===== src/rtl/core/utf8v_pkg.sv =====
`timescale 1ns / 1ps
// ----------------------------------------------------------------------------
// utf8v_pkg: shared types and constants for the UTF-8 stream validator
// Byte classes, the classified word that runs from front to back, and the
// code point range check applied when a sequence completes.
// ----------------------------------------------------------------------------
package utf8v_pkg;

  // Default queue depths (front-to-back and result queues)
  localparam int unsigned InQueueDepthDef  = 2;
  localparam int unsigned OutQueueDepthDef = 2;

  localparam int unsigned CpWidth = 21;

  // Lower bounds for each sequence length, surrogate window, top of range
  localparam logic [CpWidth-1:0] CpMin2    = 21'h00080;
  localparam logic [CpWidth-1:0] CpMin3    = 21'h00800;
  localparam logic [CpWidth-1:0] CpMin4    = 21'h10000;
  localparam logic [CpWidth-1:0] CpSurrLo  = 21'h0D800;
  localparam logic [CpWidth-1:0] CpSurrHi  = 21'h0DFFF;
  localparam logic [CpWidth-1:0] CpMax     = 21'h10FFFF;

  // Sequence length codes (length minus one)
  localparam logic [1:0] SeqLen2 = 2'd1;
  localparam logic [1:0] SeqLen3 = 2'd2;

  typedef enum logic [2:0] {
    KIND_ASCII,
    KIND_LEAD2,
    KIND_LEAD3,
    KIND_LEAD4,
    KIND_CONT,
    KIND_BAD
  } kind_e;

  // Classified word passed through the front-to-back queue
  typedef struct packed {
    logic       is_end;
    kind_e      kind;
    logic [5:0] bits;
  } utf8v_item_t;

  // Range check of a completed code point
  function automatic logic codepoint_ok(input logic [1:0] len_code,
                                        input logic [CpWidth-1:0] cp);
    logic ok;
    if (len_code == SeqLen2) begin
      ok = (cp >= CpMin2);
    end else if (len_code == SeqLen3) begin
      ok = (cp >= CpMin3) && !((cp >= CpSurrLo) && (cp <= CpSurrHi));
    end else begin
      ok = (cp >= CpMin4) && (cp <= CpMax);
    end
    return ok;
  endfunction

endpackage


===== src/rtl/core/utf8v_queue.sv =====
`timescale 1ns / 1ps
// ----------------------------------------------------------------------------
// utf8v_queue: small register queue
// First-in first-out buffer with full/empty flags; push and pop may occur
// in the same cycle. Head word is shown combinationally.
// ----------------------------------------------------------------------------
module utf8v_queue #(
  parameter int unsigned Width = 8,
  parameter int unsigned Depth = 2
) (
  input  logic             clk_i,
  input  logic             rst_ni,
  input  logic             push_i,
  input  logic [Width-1:0] data_i,
  output logic             full_o,
  input  logic             pop_i,
  output logic [Width-1:0] data_o,
  output logic             empty_o
);

  localparam int unsigned PtrW = (Depth > 1) ? $clog2(Depth) : 1;
  localparam int unsigned CntW = $clog2(Depth + 1);

  logic [Width-1:0] mem_q [Depth];
  logic [PtrW-1:0]  wr_ptr_q, wr_ptr_d;
  logic [PtrW-1:0]  rd_ptr_q, rd_ptr_d;
  logic [CntW-1:0]  count_q, count_d;
  logic             push_ok, pop_ok;

  assign full_o  = (count_q == CntW'(Depth));
  assign empty_o = (count_q == '0);
  assign push_ok = push_i && !full_o;
  assign pop_ok  = pop_i && !empty_o;
  assign data_o  = mem_q[rd_ptr_q];

  // Pointer and count update
  always_comb begin
    wr_ptr_d = wr_ptr_q;
    rd_ptr_d = rd_ptr_q;
    if (push_ok) begin
      wr_ptr_d = (wr_ptr_q == PtrW'(Depth - 1)) ? '0 : wr_ptr_q + 1'b1;
    end
    if (pop_ok) begin
      rd_ptr_d = (rd_ptr_q == PtrW'(Depth - 1)) ? '0 : rd_ptr_q + 1'b1;
    end
    case ({push_ok, pop_ok})
      2'b10:   count_d = count_q + 1'b1;
      2'b01:   count_d = count_q - 1'b1;
      default: count_d = count_q;
    endcase
  end

  always_ff @(posedge clk_i or negedge rst_ni) begin
    if (!rst_ni) begin
      wr_ptr_q <= '0;
      rd_ptr_q <= '0;
      count_q  <= '0;
    end else begin
      wr_ptr_q <= wr_ptr_d;
      rd_ptr_q <= rd_ptr_d;
      count_q  <= count_d;
    end
  end

  // Storage, no reset needed
  always_ff @(posedge clk_i) begin
    if (push_ok) begin
      mem_q[wr_ptr_q] <= data_i;
    end
  end

endmodule


===== src/rtl/core/utf8v_front.sv =====
`timescale 1ns / 1ps
// ----------------------------------------------------------------------------
// utf8v_front: byte intake and classification
// Sorts each incoming byte into its UTF-8 class, strips the marker bits and
// queues the classified word for the back end.
// ----------------------------------------------------------------------------
module utf8v_front import utf8v_pkg::*; #(
  parameter int unsigned InQueueDepth = InQueueDepthDef
) (
  input  logic        clk_i,
  input  logic        rst_ni,
  input  logic        push,
  input  logic        op_i,
  input  logic [7:0]  data_byte_i,
  output logic        full,
  output utf8v_item_t item_o,
  output logic        item_valid_o,
  input  logic        item_pop_i
);

  utf8v_item_t                    cls;
  logic [$bits(utf8v_item_t)-1:0] head;
  logic                           q_empty;

  // Classify the byte by its leading bits
  always_comb begin
    cls.is_end = op_i;
    cls.kind   = KIND_ASCII;
    cls.bits   = '0;
    if (!op_i) begin
      if (!data_byte_i[7]) begin
        cls.kind = KIND_ASCII;
      end else if (data_byte_i[7:6] == 2'b10) begin
        cls.kind = KIND_CONT;
        cls.bits = data_byte_i[5:0];
      end else if (data_byte_i[7:5] == 3'b110) begin
        cls.kind = KIND_LEAD2;
        cls.bits = {1'b0, data_byte_i[4:0]};
      end else if (data_byte_i[7:4] == 4'b1110) begin
        cls.kind = KIND_LEAD3;
        cls.bits = {2'b00, data_byte_i[3:0]};
      end else if (data_byte_i[7:3] == 5'b11110) begin
        cls.kind = KIND_LEAD4;
        cls.bits = {3'b000, data_byte_i[2:0]};
      end else begin
        cls.kind = KIND_BAD;
      end
    end
  end

  // Decoupling queue toward the back end
  utf8v_queue #(
    .Width($bits(utf8v_item_t)),
    .Depth(InQueueDepth)
  ) u_in_queue (
    .clk_i  (clk_i),
    .rst_ni (rst_ni),
    .push_i (push),
    .data_i (cls),
    .full_o (full),
    .pop_i  (item_pop_i),
    .data_o (head),
    .empty_o(q_empty)
  );

  assign item_o       = utf8v_item_t'(head);
  assign item_valid_o = !q_empty;

endmodule


===== src/rtl/core/utf8v_back.sv =====
`timescale 1ns / 1ps
// ----------------------------------------------------------------------------
// utf8v_back: sequence tracking and verdict
// Walks classified words through the sequence state, builds code points,
// keeps the sticky error and queues one verdict per end marker.
// ----------------------------------------------------------------------------
module utf8v_back import utf8v_pkg::*; #(
  parameter int unsigned OutQueueDepth = OutQueueDepthDef
) (
  input  logic        clk_i,
  input  logic        rst_ni,
  input  utf8v_item_t item_i,
  input  logic        item_valid_i,
  output logic        item_pop_o,
  input  logic        pop,
  output logic        empty,
  output logic        string_valid_o
);

  logic [1:0]         pending_q, pending_d;
  logic [1:0]         seq_len_q, seq_len_d;
  logic [CpWidth-1:0] cp_q, cp_d;
  logic               err_q, err_d;
  logic [CpWidth-1:0] cp_next;
  logic               res_full;
  logic               res_push;
  logic               verdict;

  // An end marker waits only for room in the result queue
  assign item_pop_o = item_valid_i && (!item_i.is_end || !res_full);
  assign res_push   = item_pop_o && item_i.is_end;
  assign verdict    = !err_q && (pending_q == '0);
  assign cp_next    = {cp_q[CpWidth-7:0], item_i.bits};

  // Sequence state update
  always_comb begin
    pending_d = pending_q;
    seq_len_d = seq_len_q;
    cp_d      = cp_q;
    err_d     = err_q;
    if (item_pop_o) begin
      if (item_i.is_end) begin
        pending_d = '0;
        seq_len_d = '0;
        cp_d      = '0;
        err_d     = 1'b0;
      end else if (!err_q) begin
        if (pending_q == '0) begin
          // expecting a lead byte
          case (item_i.kind)
            KIND_ASCII: ;
            KIND_LEAD2: begin
              pending_d = 2'd1;
              seq_len_d = 2'd1;
              cp_d      = CpWidth'(item_i.bits);
            end
            KIND_LEAD3: begin
              pending_d = 2'd2;
              seq_len_d = 2'd2;
              cp_d      = CpWidth'(item_i.bits);
            end
            KIND_LEAD4: begin
              pending_d = 2'd3;
              seq_len_d = 2'd3;
              cp_d      = CpWidth'(item_i.bits);
            end
            default: err_d = 1'b1;
          endcase
        end else if (item_i.kind != KIND_CONT) begin
          err_d = 1'b1;
        end else begin
          pending_d = pending_q - 2'd1;
          cp_d      = cp_next;
          if (pending_q == 2'd1) begin
            // last continuation: check the finished code point
            if (!codepoint_ok(seq_len_q, cp_next)) begin
              err_d = 1'b1;
            end
            seq_len_d = '0;
            cp_d      = '0;
          end
        end
      end
    end
  end

  always_ff @(posedge clk_i or negedge rst_ni) begin
    if (!rst_ni) begin
      pending_q <= '0;
      seq_len_q <= '0;
      cp_q      <= '0;
      err_q     <= 1'b0;
    end else begin
      pending_q <= pending_d;
      seq_len_q <= seq_len_d;
      cp_q      <= cp_d;
      err_q     <= err_d;
    end
  end

  // Verdict queue toward the consumer
  utf8v_queue #(
    .Width(1),
    .Depth(OutQueueDepth)
  ) u_out_queue (
    .clk_i  (clk_i),
    .rst_ni (rst_ni),
    .push_i (res_push),
    .data_i (verdict),
    .full_o (res_full),
    .pop_i  (pop),
    .data_o (string_valid_o),
    .empty_o(empty)
  );

endmodule


===== src/rtl/core/utf8_stream_validator_unit.sv =====
`timescale 1ns / 1ps
// ----------------------------------------------------------------------------
// utf8_stream_validator_unit: strict UTF-8 checker, one byte per clock while full is low
//
//   Channel  Direction  Handshake          Fields
//   input    in         push / full        op_i, data_byte_i
//   result   out        empty / pop        string_valid_o
//
// One word per clock is sustained while the result queue has room; the state
// update in the back end sets that figure. A verdict passes through the input
// queue, then the result queue, and shows on the result ports once nothing
// waits ahead of it and the result queue has room.
// Reset clears both queues and the sequence state; no clearing pass.
// If the result queue fills, the back end holds at the next end marker, the
// input queue fills behind it and full rises. Data words never wait on pop.
// ----------------------------------------------------------------------------
module utf8_stream_validator_unit import utf8v_pkg::*; #(
  parameter int unsigned InQueueDepth  = InQueueDepthDef,
  parameter int unsigned OutQueueDepth = OutQueueDepthDef
) (
  input  logic       clk_i,
  input  logic       rst_ni,
  input  logic       push,
  output logic       full,
  input  logic       op_i,
  input  logic [7:0] data_byte_i,
  output logic       empty,
  input  logic       pop,
  output logic       string_valid_o
);

  utf8v_item_t item;
  logic        item_valid;
  logic        item_pop;

  // Front end: intake and classification
  utf8v_front #(
    .InQueueDepth(InQueueDepth)
  ) u_front (
    .clk_i       (clk_i),
    .rst_ni      (rst_ni),
    .push        (push),
    .op_i        (op_i),
    .data_byte_i (data_byte_i),
    .full        (full),
    .item_o      (item),
    .item_valid_o(item_valid),
    .item_pop_i  (item_pop)
  );

  // Back end: sequence tracking and verdicts
  utf8v_back #(
    .OutQueueDepth(OutQueueDepth)
  ) u_back (
    .clk_i         (clk_i),
    .rst_ni        (rst_ni),
    .item_i        (item),
    .item_valid_i  (item_valid),
    .item_pop_o    (item_pop),
    .pop           (pop),
    .empty         (empty),
    .string_valid_o(string_valid_o)
  );

  // The back end never takes a word that is not there
  assert property (@(posedge clk_i) disable iff (!rst_ni)
    item_pop |-> item_valid)
    else $error("back end popped an empty queue");

  // Only an end marker may hold up the back end
  assert property (@(posedge clk_i) disable iff (!rst_ni)
    (item_valid && !item_pop) |-> item.is_end)
    else $error("data word stalled in back end");

  // A taken end marker always leaves a verdict behind
  assert property (@(posedge clk_i) disable iff (!rst_ni)
    (item_pop && item.is_end) |=> !empty)
    else $error("verdict missing after end marker");

  // Nothing to show right after reset
  assert property (@(posedge clk_i) disable iff (!rst_ni)
    $rose(rst_ni) |-> empty)
    else $error("result queue not empty after reset");

endmodule


===== config.mk =====
export PLATFORM = sky130hd
export DESIGN_NAME = utf8_stream_validator_unit
export DESIGN_NICKNAME = d
export VERILOG_FILES = /design/src/rtl/core/utf8v_pkg.sv /design/src/rtl/core/utf8v_queue.sv /design/src/rtl/core/utf8v_front.sv /design/src/rtl/core/utf8v_back.sv /design/src/rtl/core/utf8_stream_validator_unit.sv
export SDC_FILE = /design/constraint.sdc
export NUM_CORES = 1
export LEC_CHECK = 0
export ABC_AREA = 1
export BUFFER_PORTS_ARGS = -buffer_cell sky130_fd_sc_hd__buf_4
export CORE_ASPECT_RATIO = 1.4
export CORE_MARGIN = 2
export CORE_UTILIZATION = 42
export DETAILED_ROUTE_END_ITERATION = 16
export HOLD_SLACK_MARGIN = 0.06
export PLACE_DENSITY = 0.66
export SLEW_MARGIN = 15
export SYNTH_ARGS = -nofsm -noshare
export SYNTH_HDL_FRONTEND = slang
export SYNTH_SLANG_ARGS = --single-unit

===== constraint.sdc =====
create_clock -name clk_i -period 1.75 [get_ports clk_i]
set_input_delay 0.35 -clock clk_i [delete_from_list [all_inputs] [get_ports clk_i]]
set_output_delay 0.35 -clock clk_i [all_outputs]
set_load 0.005 [all_outputs]

==> impl_results.md, run 1 <==
- Adder-cell share of the synthesized area: between 1 and 1.5%
- I/O Buffers: 15
- Via density per instance: 4.86
- Startpoint of the worst register-to-register path: u_front.u_in_queue.rd_ptr_q
- Crit path capture type: register
- Count of different cell masters after synthesis: 25
- Non-Filler Cell Area, Final: around 0.0028 sq mm
- Initial DRC count: 58
- Pleak: 1.17 nW
- Yosys top cell area share: 30.2%
- Final standard cell utilization of the core: 51.0%
- Routed vias: 1,643
- Post-DP HPWL: 3010 um
- Antenna Nets Post-Route: 0
- Clock Latency Late Sink: 0.30 ns
- Transition time at the pin with the least slew margin: 0.506 ns
- Part of the power in registers: between 30% and 40%
- Post-DP Area: 0.00256 sq mm
- Minimum setup slack among reg-to-reg paths: roughly 0.12 ns
- Buffers from clock root to sink, at most: 2
- Dominant cells by area after synthesis: sky130_fd_sc_hd__dfrtp_1 (30%), sky130_fd_sc_hd__edfxtp_1 (28%), sky130_fd_sc_hd__nand2_1 (6.8%)
- Max-slew violation total from the final report: 0
- Startpoint of the worst setup timing path: u_front.u_in_queue.rd_ptr_q
- Critical Path RT: 1.93 ns
- Area of the mapped netlist: 0.00232 sq mm
- Main flop type after synthesis: sky130_fd_sc_hd__dfrtp_1
- Max_cap viols: 0
- Antenna diode count: 0
- Post-layout instance count excluding filler cells: 338
- Post-detailed-route DRC marker count: 0
- Count of standard-cell rows: 32
- Largest driver fanout on the critical path: 6
- Part of the total power dissipated in combinational logic: approximately 47%
- Number of failing setup endpoints in the final timing report: 0
- Part of the power in the clock network: 15.3%
- Antenna violations before repair: 0
- Dominant combinational cell family by area after synthesis: simple AND/OR/NAND/NOR gates
- Most frequent standard cell in the layout excluding fill and tap cells: sky130_fd_sc_hd__nand2_1
- Final clock period utilization by the worst path: 93.3%
- Worst flop-to-flop path endpoint: u_front.u_in_queue.count_q[1]
- Worst-case clock skew: 0.0116 ns
- Die outline width: between 60 and 70 um
- Warning count from the yosys run: 0
- Internal power summed over all cells: about 3.2 mW
- Cell count after synthesis: 238
- Clock tree from TritonCTS: yes
- Share of flip-flops with an asynchronous set or reset after synthesis: between 50% and 60%
- DP Cell Count: 326
- Clk root buf: sky130_fd_sc_hd__clkbuf_8
- Maximum number of pins on one net before global-route repair: 29
- Worst Reg-to-Reg Cells: 8
- Critical Path Source Type: register
- TritonCTS sink count: 50
- Number of iterations in the first detailed-routing pass: 6
- Total Power Consumption: ~5.2 mW
- Arr. time, crit path: 1.82 ns
- Post-layout nets: roughly 280
- Total power divided by cell area: 1870 mW/mm^2
- Filler instances: between 500 and 600
- Floorplan die height: 91.9 um
- First-pass GRT wire length: ~7300 um
- Clock period minus worst slack: 1.63 ns
- Count of flip-flops with a built-in enable after synthesis: 22
- Per-instance average area after synthesis: 9.74 sq um
- Worst hold margin: 0.309 ns
- Sequential area share after synthesis: between 50 and 60%
- H-tree lvl count: 2
- Initial core utilization: 42.9%
- IR Drop Worst-Case VDD: 0.000814 V
- Tightest Hold Check Type: input port to register
- Synthesized netlist net count: roughly 250
- Die Area: 0.00614 sq mm
- Max_slew headroom: 66.2%
- Max frequency: just over 600 MHz
- Switching power of the nets: 2.00 mW
- Overflow after GRT: 0
- Top cell type by total area after synthesis: sky130_fd_sc_hd__dfrtp_1
- Proportion of layout cells with a drive suffix above 1: a little over a fifth
- CTS clock-pin slew for the worst setup and hold paths: about 0.080 ns
- Xor-xnor portion of the synthesized cell area: 3.02%
- All-Layer GR Usage: between 15 and 20%
- Number of clock buffers inserted by TritonCTS: 5
- Vias in the first global route: 1,647
- Leading cell types in the layout, fill and taps excluded: sky130_fd_sc_hd__nand2_1 (39), sky130_fd_sc_hd__dfrtp_1 (27), sky130_fd_sc_hd__nor2_1 (26)
- Switching power share of the total: 38.7%
- Layout overhead on the synthesized area: 18.9%
- Flop and latch count out of synthesis: 50
- Number of primary I/O pins: 16
- Unrepaired setup endpoints after global routing: yes
- Average wire per standard cell: 12.3 um
- Routed wire length: 4150 um
- Placer congestion estimate: 0.780
- Proportion of synthesized area in mux cells: 0%
- Compound-gate portion of the synthesized area: between 10% and 20%
- Result of the run: finished clean
- Final hold viol count: 0
- Core region area: 0.00541 sq mm
- Critical path capture point: u_front.u_in_queue.count_q[1]
- Share of synthesized cell area in and, or, nand and nor gates: between 20% and 30%
- Start-to-end type of the worst setup path: register to register
[synth_stat cells, types with 5 or more instances]
master / count
sky130_fd_sc_hd__nor3_1: 6
sky130_fd_sc_hd__nand2_1: 42
sky130_fd_sc_hd__xor2_1: 5
sky130_fd_sc_hd__o21ai_0: 13
sky130_fd_sc_hd__edfxtp_1: 22
sky130_fd_sc_hd__or2_2: 8
sky130_fd_sc_hd__dfrtp_1: 28
sky130_fd_sc_hd__nand3_1: 15
sky130_fd_sc_hd__o2111ai_1: 7
sky130_fd_sc_hd__nor2_1: 29
sky130_fd_sc_hd__inv_1: 24
sky130_fd_sc_hd__a21oi_1: 14
[metrics by stage]
step / setup TNS [ns] / worst slack [ns]
floorplan: 0 / 0.0235
global placement: 0 / 0.0759
detailed placement: 0 / 0.0301
CTS: 0 / 0.00975
global route: -0.0188 / -0.00956
finish: 0 / 0.118
[sequential cells by signal, indices dropped and copies added, names as in the netlist]
name / cells
u_front.u_in_queue.mem_q: 20
u_back.cp_q: 15
u_front.u_in_queue.count_q: 2
u_front.u_in_queue.wr_ptr_q: 1
u_back.u_out_queue.rd_ptr_q: 1
u_back.u_out_queue.mem_q: 2
u_front.u_in_queue.rd_ptr_q: 1
u_back.seq_len_q: 2
u_back.pending_q: 2
u_back.u_out_queue.count_q: 2
u_back.err_q: 1
u_back.u_out_queue.wr_ptr_q: 1
[worst max-delay path: stages, from the launching register on]
cell                      delay [ns]
sky130_fd_sc_hd__dfrtp_2        0.44
sky130_fd_sc_hd__inv_2          0.10
sky130_fd_sc_hd__nand2_2        0.07
sky130_fd_sc_hd__nand2_4        0.11
sky130_fd_sc_hd__a31oi_4        0.10
sky130_fd_sc_hd__ha_1           0.34
sky130_fd_sc_hd__a21oi_1        0.12
sky130_fd_sc_hd__o21ai_1        0.09
sky130_fd_sc_hd__xor2_1         0.15
[metal layers]
metal  vias up  track usage (%)  part of all wire, %
met5         -                0                    0
met4         0             6.63                  2.1
met3         7             2.58                  2.5
li1        863                -                    -
met1       754             18.2                   41
met2        19             26.9                   54
[worst min-delay path by stage]
| stage | from | endpoint | slack [ns] | cells after the start |
|---|---|---|---|---|
| CTS | op_i | u_front.u_in_queue.mem_q[1][9] | 0.30 | 1 |
| floorplan | rst_ni | u_back.cp_q[0] | 0.05 | 0 |
| finish | op_i | u_front.u_in_queue.mem_q[0][9] | 0.31 | 1 |
| global placement | rst_ni | u_back.cp_q[3] | 0.29 | 1 |
| global route | op_i | u_front.u_in_queue.mem_q[1][9] | 0.29 | 1 |
| detailed placement | rst_ni | u_back.cp_q[4] | 0.29 | 1 |
[area by class of cell]
cell class,instances,area (sq um),area share (%)
Inverter,25,93.8,3.40
Timing Repair Buffer,27,225,8.17
Tap cell,68,85.1,3.09
Sequential cell,50,1360,49.4
Clock inverter,1,30.0,1.09
Clock buffer,7,76.3,2.77
Multi-Input combinational cell,160,885,32.1
[power by group through the flow]
stage / combinational (mW) / clock (mW) / sequential, mW
after detailed placement: 2.16 / 0 / 1.96
after floorplan: 1.62 / 0 / 1.89
after global placement: 2.11 / 0 / 1.95
after global routing: 2.75 / 0.853 / 2.01
final: 2.43 / 0.789 / 1.95
after CTS: 2.17 / 0.807 / 1.94
[what timing repair did]
action	in CTS	in global routing
setup buffers	0	2
gates resized for setup	0	17
hold buffers	1	0
setup endpoints to repair	0	41
hold endpoints to repair	28	0
[logic make-up (layout without fill, tap and decap cells)]
family | count (synthesis) | count (layout)
AO/OA/AOI/OAI | 40 | 40
XOR/XNOR | 8 | 8
adder cells (fa/ha/maj) | 2 | 2
buffers and inverters | 29 | 60
flip-flops | 50 | 50
AND/OR/NAND/NOR | 109 | 110
(Power assumes the default switching activity.)
==> run 2: changes to the inputs <==
- CORE_UTILIZATION: 42 -> 53
- PLACE_DENSITY: 0.66 -> 0.79
==> impl_results.md, run 2 (synthesis results as in run 1) <==
- Result of the run: finished clean
- Max frequency: 594 MHz
- Initial core utilization: 55.1%
- Arr. time, crit path: 1.92 ns
- Buffers from clock root to sink, at most: 2
- Antenna violations before repair: 0
- Worst Reg-to-Reg Cells: 11
- Max_cap viols: 0
- Clock period minus worst slack: between 1.5 and 2 ns
- IR Drop Worst-Case VDD: 0.00117 V
- Total power divided by cell area: 1850 mW/mm^2
- Floorplan die height: 82.3 um
- I/O Buffers: 15
- Final standard cell utilization of the core: 64.5%
- Number of iterations in the first detailed-routing pass: 4
- Number of failing setup endpoints in the final timing report: 0
- Placer congestion estimate: 0.835
- Clock tree from TritonCTS: yes
- CTS clock-pin slew for the worst setup and hold paths: 0.09 ns
- Via density per instance: 5.28
- Initial DRC count: 38
- Startpoint of the worst register-to-register path: u_front.u_in_queue.rd_ptr_q
- Die Area: approximately 0.0049 sq mm
- All-Layer GR Usage: around 17%
- DP Cell Count: ~310
- Average wire per standard cell: 12.5 um
- Largest driver fanout on the critical path: 6
- Layout overhead on the synthesized area: 17.0%
- Final hold viol count: 0
- Post-detailed-route DRC marker count: 0
- Antenna diode count: 0
- Routed met1 length: 1620 um
- Antenna Nets Post-Route: 0
- Max-slew violation total from the final report: 0
- Max Used Layer: met4
- TritonCTS sink count: 50
- Vias in the first global route: 1,525
- Post-DP HPWL: 2870 um
- Cell count of the worst hold path: 1
- Number of primary I/O pins: 16
- Die outline width: 59.9 um
- Leading cell types in the layout, fill and taps excluded: sky130_fd_sc_hd__nand2_1 (40), sky130_fd_sc_hd__nor2_1 (27), sky130_fd_sc_hd__dfrtp_1 (27)
- Clk root buf: sky130_fd_sc_hd__clkbuf_8
- First-pass GRT wire length: 6310 um
- Unrepaired setup endpoints after global routing: yes
- Minimum setup slack among reg-to-reg paths: 0.07 ns
- Max_slew headroom: around 48%
- Maximum number of pins on one net before global-route repair: 29
- Leading registers by flop count: u_front.u_in_queue.mem_q x20, u_back.cp_q x15
- Routed vias: 1,668
- Flip-flop count of the largest register after layout: 20
- Tightest Hold Check Type: input port to register
- Hold Crit Start: op_i
- Core region area: 0.00420 sq mm
- Critical Path Source Type: register
- Met3 Wirelength: around 73 um
- Final clock period utilization by the worst path: between 90 and 100%
- Most flops, register: u_front.u_in_queue.mem_q
- Crit path capture type: register
- Transition time at the pin with the least slew margin: 0.784 ns
- Proportion of layout cells with a drive suffix above 1: 21.8%
- H-tree lvl count: 2
- Total negative slack for setup checks: 0 ns
- Routed wire length: 3950 um
- Post-layout nets: 285
- Number of clock buffers inserted by TritonCTS: 5
- Worst-case clock skew: roughly 0.0072 ns
- Clock Latency Late Sink: 0.30 ns
- Start-to-end type of the worst setup path: register to register
- Min-Delay Endpoint: u_front.u_in_queue.mem_q[0][9]
- Worst flop-to-flop path endpoint: u_back.cp_q[4]
- Critical Path RT: 1.98 ns
- Most frequent standard cell in the layout excluding fill and tap cells: sky130_fd_sc_hd__nand2_1
- Post-layout instance count excluding filler cells: 316
- Length of routed met2 wiring: 2180 um
- Overflow after GRT: 0
- Pleak: 1.17 nW
- Count of standard-cell rows: 28
-- run 2: worst max-delay path, cell delays in order (launching register included) --
cell                        delay, ns
sky130_fd_sc_hd__dfrtp_2         0.43
sky130_fd_sc_hd__inv_2           0.08
sky130_fd_sc_hd__nand2_1         0.07
sky130_fd_sc_hd__nand2_1         0.09
sky130_fd_sc_hd__nor2_2          0.16
sky130_fd_sc_hd__nand2_1         0.10
sky130_fd_sc_hd__o21ai_2         0.07
sky130_fd_sc_hd__nand3_2         0.16
sky130_fd_sc_hd__nand2_8         0.14
sky130_fd_sc_hd__buf_6           0.12
sky130_fd_sc_hd__o2111ai_1       0.10
sky130_fd_sc_hd__o21ai_1         0.10
-- run 2: layer usage --
layer | global-route usage (%) | up-vias
li1 | - | 862
met1 | 19.7 | 779
met2 | 30.5 | 22
met3 | 2.80 | 5
met4 | 6.67 | 0
met5 | 0 | -
-- run 2: power by group --
group / internal [mW] / switching [mW]
sequential: 1.69 / 0.266
clock: 0.274 / 0.361
combinational: 1.07 / 1.35
-- run 2: final cells by class --
cell class | instances | area, sq um
Sequential cell | 50 | 1360
Multi-Input combinational cell | 159 | 875
Timing Repair Buffer | 29 | 240
Tap cell | 45 | 56.3
Clock inverter | 3 | 16.3
Clock buffer | 5 | 68.8
Fill cell | 327 | 1490
Inverter | 25 | 93.8
-- run 2: worst max path at each step --
stage | start | endpoint | slack (ns) | depth (start not counted)
floorplan | u_front.u_in_queue.rd_ptr_q | u_back.u_out_queue.count_q[1] | 0.02 | 9
global placement | u_front.u_in_queue.rd_ptr_q | u_back.seq_len_q[0] | 0.06 | 10
detailed placement | u_front.u_in_queue.rd_ptr_q | u_back.cp_q[7] | 0.03 | 11
CTS | u_front.u_in_queue.rd_ptr_q | u_back.seq_len_q[0] | 0.0007 | 11
global route | u_front.u_in_queue.rd_ptr_q | u_back.cp_q[7] | -0.05 | 11
finish | u_front.u_in_queue.rd_ptr_q | u_back.cp_q[4] | 0.07 | 11
-- run 2: repair_timing --
item	4_1_cts	5_1_grt
resized for setup	0	15
setup buffers	0	2
hold buffers	1	0
endpoints found under the hold margin	28	0
setup endpoints to repair	0	37
-- run 2: through the flow --
stage / power, mW / setup WS (ns) / cell area (sq um) / hold slack, ns
floorplan: 3.51 / 0.0235 / 2320 / 0.0544
global placement: 4.06 / 0.0581 / 2550 / 0.288
finish: 5.01 / 0.0667 / 2710 / 0.304
CTS: 4.78 / 0.000726 / 2650 / 0.298
detailed placement: 4.14 / 0.0264 / 2550 / 0.293
global route: 5.42 / -0.0519 / 2710 / 0.302
==> run 3: changes to the inputs <==
- CORE_ASPECT_RATIO: 1.4 -> unset
==> impl_results.md, run 3 (synthesis results as in run 1) <==
- Maximum number of pins on one net before global-route repair: 29
- Average wire per standard cell: 12.3 um
- Non-Filler Cell Area, Final: 0.00269 sq mm
- Post-DP Area: between 0.002 and 0.003 sq mm
- Max-slew violation total from the final report: 0
- Transition time at the pin with the least slew margin: 0.507 ns
- Clock tree from TritonCTS: yes
- Final hold viol count: 0
- Placer congestion estimate: 0.807
- Worst slack at placement: -0.0596 ns
- Final standard cell utilization of the core: a little over three fifths
- Clock Latency Late Sink: 0.30 ns
- CTS clock-pin slew for the worst setup and hold paths: 0.08 ns
- Antenna diode count: 0
- Die outline width: 70.1 um
- Routed met1 length: 1690 um
- Pleak: around 1.2 nW
- Number of clock buffers inserted by TritonCTS: 5
- Leading registers by flop count: u_front.u_in_queue.mem_q x20, u_back.cp_q x15
- Most flops, register: u_front.u_in_queue.mem_q
- Core region area: roughly 0.0043 sq mm
- Buffers from clock root to sink, at most: 2
- Initial DRC count: 58
- Worst setup slack after layout: approximately 0.056 ns
- First-pass GRT wire length: 7000 um
- Count of standard-cell rows: 24
- Startpoint of the worst register-to-register path: u_front.u_in_queue.rd_ptr_q
- Post-detailed-route DRC marker count: 0
- Max_slew headroom: 66.1%
- Length of routed met2 wiring: 1990 um
- Worst-case clock skew: 0.00670 ns
- Antenna Nets Post-Route: 0
- Result of the run: finished clean
- Routed wire length: 3940 um
- Post-DP HPWL: 3010 um
- Clock period minus worst slack: roughly 1.7 ns
- Floorplan die height: around 70 um
- Routed vias: approximately 1,700
- Total power divided by cell area: 1830 mW/mm^2
- Met3 Wirelength: 188 um
- Number of primary I/O pins: 16
- Tightest Hold Check Type: input port to register
- Vias in the first global route: 1,641
- Hold Crit Start: op_i
- Start-to-end type of the worst setup path: register to register
- Antenna violations before repair: 0
- Die Area: 0.00492 sq mm
- Clk root buf: sky130_fd_sc_hd__clkbuf_8
- Via density per instance: just over 5
- Leading cell types in the layout, fill and taps excluded: sky130_fd_sc_hd__nand2_1 (42), sky130_fd_sc_hd__dfrtp_1 (27), sky130_fd_sc_hd__nor2_1 (26)
- Max_cap viols: 0
- All-Layer GR Usage: 18.2%
- Flip-flop count of the largest register after layout: 20
- Final clock period utilization by the worst path: slightly below 100%
- Critical Path Source Type: register
- Startpoint of the worst setup timing path: u_front.u_in_queue.rd_ptr_q
- Proportion of layout cells with a drive suffix above 1: 20.1%
- Number of iterations in the first detailed-routing pass: 4
- Total Power Consumption: a little under 5 mW
- Critical Path RT: 1.93 ns
- Arr. time, crit path: between 1.5 and 2 ns
- Largest driver fanout on the critical path: 6
- IR Drop Worst-Case VDD: 0.000974 V
- TritonCTS sink count: 50
- H-tree lvl count: 2
- Most frequent standard cell in the layout excluding fill and tap cells: sky130_fd_sc_hd__nand2_1
- Number of failing setup endpoints in the final timing report: 0
- Overflow after GRT: 0
- Worst hold margin: about 0.30 ns
- Max frequency: 590 MHz
- Post-layout nets: 282
- I/O Buffers: 15
- Max Used Layer: met4
- Minimum setup slack among reg-to-reg paths: between 0.05 and 0.06 ns
- Initial core utilization: 54.0%
- Crit path capture type: register
- Filler instances: 354
- Layout overhead on the synthesized area: 15.8%
- Unrepaired setup endpoints after global routing: yes
## run 3: cell types whose count changed in the layout (fill, tap and decap cells not counted), sizes merged
cell and change:
buf -3, clkbuf +1, clkinv -1, clkinvlp -1, inv +1
## run 3: power by group
part	total [mW]	leakage (nW)	internal [mW]	switching, mW
registers	1.96	0.559	1.69	0.267
logic	2.29	0.549	0.995	1.29
clock network	0.675	0.0515	0.319	0.356
## run 3: area by class of cell
cell class                 instances  area, sq um  share of cell area [%]
multi-input combinational        159          847                    31.5
timing repair buffer              26          223                    8.29
sequential                        50         1360                    50.7
inverter                          25         93.8                    3.49
clock inverter                     2         11.3                   0.419
clock buffer                       6         82.6                    3.08
tap                               52         65.1                    2.42
## run 3: path summary, 6_finish.rpt
check                                                  to  cells past startpoint
min in group asynchronous                 u_back.cp_q[11]                      2
min                        u_front.u_in_queue.mem_q[0][9]                      1
max                         u_back.u_out_queue.count_q[1]                      8
min reg2reg                           u_back.seq_len_q[1]                      2
max in group asynchronous     u_front.u_in_queue.rd_ptr_q                      2
max reg2reg                 u_back.u_out_queue.count_q[1]                      8
## run 3: repair_timing
item,in CTS,in global routing
buffers inserted,1,0
hold endpoints to repair,28,0
gates resized for setup,1,6
hold buffers,1,0
setup endpoints to repair,2,39
cloned,0,0
## run 3: per-layer routing
layer	vias to the layer above	GRT usage, %
li1	855	-
met1	759	21.7
met2	36	30.6
met3	8	5.48
met4	0	7.69
met5	-	0
## run 3: worst max-delay path: stages, from the launching register on
cell	delay [ns]
sky130_fd_sc_hd__dfrtp_2	0.44
sky130_fd_sc_hd__nand2_1	0.12
sky130_fd_sc_hd__nand2_4	0.09
sky130_fd_sc_hd__a31oi_4	0.17
sky130_fd_sc_hd__nand2_2	0.07
sky130_fd_sc_hd__ha_1	0.32
sky130_fd_sc_hd__a21oi_1	0.12
sky130_fd_sc_hd__o21ai_1	0.10
sky130_fd_sc_hd__xnor2_1	0.14
## run 3: metrics by stage
step,setup TNS (ns),std cells
after CTS,0,320
after global placement,0,310
after detailed placement,-0.0627,310
after floorplan,0,238
final,0,320
after global routing,-0.154,320
